## src/design/e2lp_divider.sv

```systemverilog
// Restoring divider, one quotient bit per cycle, 32-bit operands.
// Uses nothing from the package.
module e2lp_divider (
   input  logic        clock,
   input  logic        reset,
   input  logic        go,
   input  logic [31:0] dividend,
   input  logic [31:0] divisor,
   output logic        done,
   output logic [31:0] quotient
);
   logic [31:0] q_ff, q_in;
   logic [32:0] r_ff, r_in;
   logic [31:0] d_ff, d_in;
   logic [5:0]  n_ff, n_in;
   logic        run_ff, run_in;
   logic [32:0] sh;

   always_comb begin
      q_in = q_ff; r_in = r_ff; d_in = d_ff; n_in = n_ff; run_in = run_ff;
      sh = {r_ff[31:0], q_ff[31]};
      if (go) begin
         q_in = dividend; r_in = '0; d_in = divisor; n_in = 6'd32; run_in = 1'b1;
      end else if (run_ff) begin
         if (sh >= {1'b0, d_ff}) begin
            r_in = sh - {1'b0, d_ff};
            q_in = {q_ff[30:0], 1'b1};
         end else begin
            r_in = sh;
            q_in = {q_ff[30:0], 1'b0};
         end
         n_in = n_ff - 6'd1;
         if (n_ff == 6'd1) run_in = 1'b0;
      end
   end

   always_ff @(posedge clock) begin
      q_ff <= q_in; r_ff <= r_in; d_ff <= d_in; n_ff <= n_in;
      if (reset) run_ff <= 1'b0;
      else run_ff <= run_in;
   end

   assign done = run_ff && n_ff == 6'd1;
   assign quotient = q_in;
endmodule

```

## config.mk

```make
export PLATFORM = sky130hd
export DESIGN_NAME = e2lp_divider
export DESIGN_NICKNAME = d
export VERILOG_FILES = /design/src/design/e2lp_divider.sv
export SDC_FILE = /design/constraint.sdc
export NUM_CORES = 1
export LEC_CHECK = 0
export BUFFER_PORTS_ARGS = -buffer_cell sky130_fd_sc_hd__buf_2
export CAP_MARGIN = 20
export CORE_AREA = 4 4 104 116
export CTS_CLUSTER_DIAMETER = 30
export DETAILED_ROUTE_END_ITERATION = 12
export DIE_AREA = 0 0 108 120
export GPL_ROUTABILITY_DRIVEN = 0
export GPL_TIMING_DRIVEN = 0
export PLACE_DENSITY = 0.79
export RECOVER_POWER = 50
export SETUP_SLACK_MARGIN = 0.2
export SYNTH_ARGS = -nofsm -noshare
export SYNTH_HDL_FRONTEND = slang
export SYNTH_SLANG_ARGS = --single-unit
```

## constraint.sdc

```tcl
create_clock -name clock -period 3.03 [get_ports clock]
set_clock_uncertainty 0.15 [all_clocks]
set_input_delay 0.303 -clock clock [delete_from_list [all_inputs] [get_ports clock]]
set_output_delay 0.303 -clock clock [all_outputs]
set_load 0.02 [all_outputs]
```

==> reports/results.ini <==
[global_routing]
grt_usage_pct=27.1
grt_pass1_vias=5812
gr-total-overflow=0
grt_max_degree=34
antenna_found_initial=0
grt_pass1_wl_mm=27.9

[hold_path]
min_path_type=input pin to flop
worstHoldPathCells=3

[sta]
final_max_slew_viol_count=0
hold_violations=0
setup_viol=24
setup_slack_ns=-0.496
relSlewSlack_pct=53.7
tightest_slew_ns=0.694
finalCritPeriodShare_pct=116
fmaxAchievable_ghz=0.284
rsz0062_at_grt=yes
min_period_ns=3.53

[clock_network]
cts_tree=done
insertion_delay_ns=0.37
h-tree-depth=3
clock_sinks=103
clk_path_buf_depth=2
cts_buffers=9
clk_pin_slew_ns=0.08
clockRootBuffer=clkbuf_16

[detailed_routing]
via_per_inst=6.18
ant_nets=0
drt-initial-drc-count=563
drc_errors=0
avgRoutedWirePerCell_um=19.5
wl_mm=20.3
dr.pass1.iters=6
vias=6435

[power_and_ir_drop]
p_sw_w=0.00162
clock_power_share_pct=27.0
p_int_w=0.00301
comb_power_share_pct=37.1
power_density_nw_per_um2=545
p_leak_nw=3.67
swShare_pct=35.0
sequentialPowerShare_pct=35.9
peakVddDrop_v=0.000548

[place]
pre_cts_ws_ns=-0.366
dpl.hpwl_mm=11.8
placed_cell_area_sq_um=6820
io_buffers=99

[critical_path]
path_max_fanout=2
rr_worst_depth=16
critPathArrivalTime_ns=3.07
slowest_delay_ns=0.41
end_kind=output pin
cp.depth=14
cp.required_ns=2.58
critPathSlowestCell=a311o_1
path_buf_inv=5
cp_top_family=compound AO/OA/AOI/OAI gates
crit_type=flop to output pin
start_kind=flop
cp_cell_sequence=inv_2 > ha_4 > nor2b_4 > o211ai_1 > a211oi_2 > buf_4 > nor2_4 > a311o_1 > nand2_2 > buf_6 > buf_12 > nor2_4 > o31ai_4 > buf_6

[final_layout]
antenna_cells=0
final_util_pct=78.2
area_growth_pct=40.0
fin_area_sq_um=8490
drive_above_1_share_pct=32.1
nets=992

[yosys]
synth_seq_cells=103
ys.warnings.count=0
ys_seq_area_share_pct=39.3
netlist_area_sq_um=6060
synth_nets=797
synth-async-reset-ratio_pct=0
synth-edff-count=32
syn-mean-instance-area_sq_um=8.72
synth_cells=695
ys.flop_type=dfxtp_1
synth_cell_types=66

[floorplanning]
die_x_um=108
start_util_pct=55.8
ios=100
dieArea_sq_um=13000
dieHeight_um=120
coreArea_sq_um=10900
rows=40

[flow_run]
cap_viol_max_count=0

[outcome]
violations=negative setup slack
outcome=finished, violations left

-- flip-flops by register name, indices dropped and copies added, names as in the netlist --
signal,count
r_ff,32
d_ff,32
run_ff,1
q_ff,32
n_ff,6
-- layer usage --
layer	vias to the layer above	routed length (um)	GRT usage [%]
met5	-	0	0
li1	2896	-	-
met4	0	1440	15.0
met2	401	9830	45.0
met1	2984	7400	33.1
met3	154	1620	4.63
-- path summary, 6_finish.rpt --
| path | slack [ns] | startpoint | end |
|---|---|---|---|
| worst min-delay path | 0.02 | dividend[4] | q_ff[4]$_DFF_P_ |
| worst max register to register | -0.27 | d_ff[1]$_DFFE_PP_ | r_ff[19]$_SDFFE_PP0P_ |
| worst min register to register | 0.35 | n_ff[0]$_SDFFE_PP0P_ | n_ff[0]$_SDFFE_PP0P_ |
| worst max-delay path | -0.50 | d_ff[1]$_DFFE_PP_ | quotient[0] |
-- cells by family (layout without fill, tap and decap cells) --
| family | after synthesis | after routing | share of synthesized area (%) |
|---|---|---|---|
| AND/OR/NAND/NOR | 213 | 213 | 16.1 |
| XOR/XNOR | 24 | 24 | 3.47 |
| AO/OA/AOI/OAI | 195 | 195 | 21.2 |
| flip-flops | 103 | 103 | 39.3 |
| buffers and inverters | 84 | 284 | 5.76 |
| adder cells (fa/ha/maj) | 35 | 35 | 7.35 |
| multiplexers | 41 | 41 | 6.81 |
-- metrics by stage --
stage,instances,hold slack (ns),setup TNS (ns),power [W]
final,1042,0.0226,-3.06,0.00463
after global routing,1042,0.0327,-7.30,0.00481
after detailed placement,941,0.316,-0.723,0.00286
after global placement,941,0.315,-0.348,0.00282
after CTS,1024,0.00893,-0.598,0.00432
after floorplan,695,0.225,0,0.00254
-- worst min-delay path, delay by kind of cell --
kind	cells	cell delay [ns]
and+or+nand+nor	1	0.04
buffers and inverters	1	0.07
AOI/OAI and AO/OA	1	0.08
-- synth_stat cells (6+ instances only) --
master,instances,area [sq um]
a211oi_1,13,97.6
a21o_1,13,97.6
a21oi_1,41,205
a311oi_1,18,158
buf_2,7,35.0
clkbuf_1,23,86.3
dfxtp_1,71,1420
edfxtp_1,32,961
ha_1,34,425
inv_1,47,176
mux2i_1,39,390
nand2_1,84,315
nand3_1,12,60.1
nand4_1,7,43.8
nor2_1,61,229
nor2b_1,6,37.5
nor3_1,14,70.1
o21a_1,11,82.6
o21ai_0,53,265
or3_1,7,43.8
xnor2_1,13,114
xor2_1,11,96.3
-- final cells by class --
type / instances / area [sq um]
plain buffers: 37 / 251
clock buffers: 10 / 239
clock inverters: 6 / 73.8
fillers: 655 / 2370
inverters: 47 / 176
multi-input cells: 508 / 3820
flip-flops and latches: 103 / 2390
well taps: 147 / 184
repair buffers: 184 / 1350
-- power groups by stage --
stage / clock [W] / sequential (W) / combinational [W]
2_1_floorplan: 0 / 0.00165 / 0.000893
3_3_place_gp: 0 / 0.00167 / 0.00115
3_5_place_dp: 0 / 0.00168 / 0.00119
4_1_cts: 0.00126 / 0.00165 / 0.00142
5_1_grt: 0.00131 / 0.00167 / 0.00182
6_report: 0.00125 / 0.00166 / 0.00172
-- cell usage in the layout (no fill, tap or decap), types with 7 or more instances in the layout --
cell / Yosys / layout
a211oi_1: 13 / 8
a21o_1: 13 / 13
o21a_1: 11 / 10
edfxtp_1: 32 / 32
dlygate4sd3_1: 0 / 33
nand2_2: 0 / 12
nand3_1: 12 / 12
clkbuf_1: 23 / 18
ha_1: 34 / 24
nand2_1: 84 / 69
nor2_1: 61 / 58
xor2_1: 11 / 11
nor3_1: 14 / 12
nand4_1: 7 / 7
inv_1: 47 / 43
clkbuf_16: 0 / 9
a21oi_1: 41 / 34
buf_6: 3 / 15
a311oi_2: 1 / 12
dfxtp_1: 71 / 68
xnor2_1: 13 / 13
buf_2: 7 / 99
o21ai_0: 53 / 48
buf_4: 0 / 37
mux2i_1: 39 / 36
-- timing repair --
| item | 4_1_cts | 5_1_grt |
|---|---|---|
| setup buffers | 32 | 18 |
| endpoints found under the hold margin | 33 | 0 |
| pin swaps | 24 | 23 |
| hold buffers | 33 | 0 |
| resized for setup | 54 | 95 |
| gates cloned | 2 | 0 |
| endpoints found under the setup margin | 65 | 59 |
Note: power is estimated with default switching activity, not from simulation.
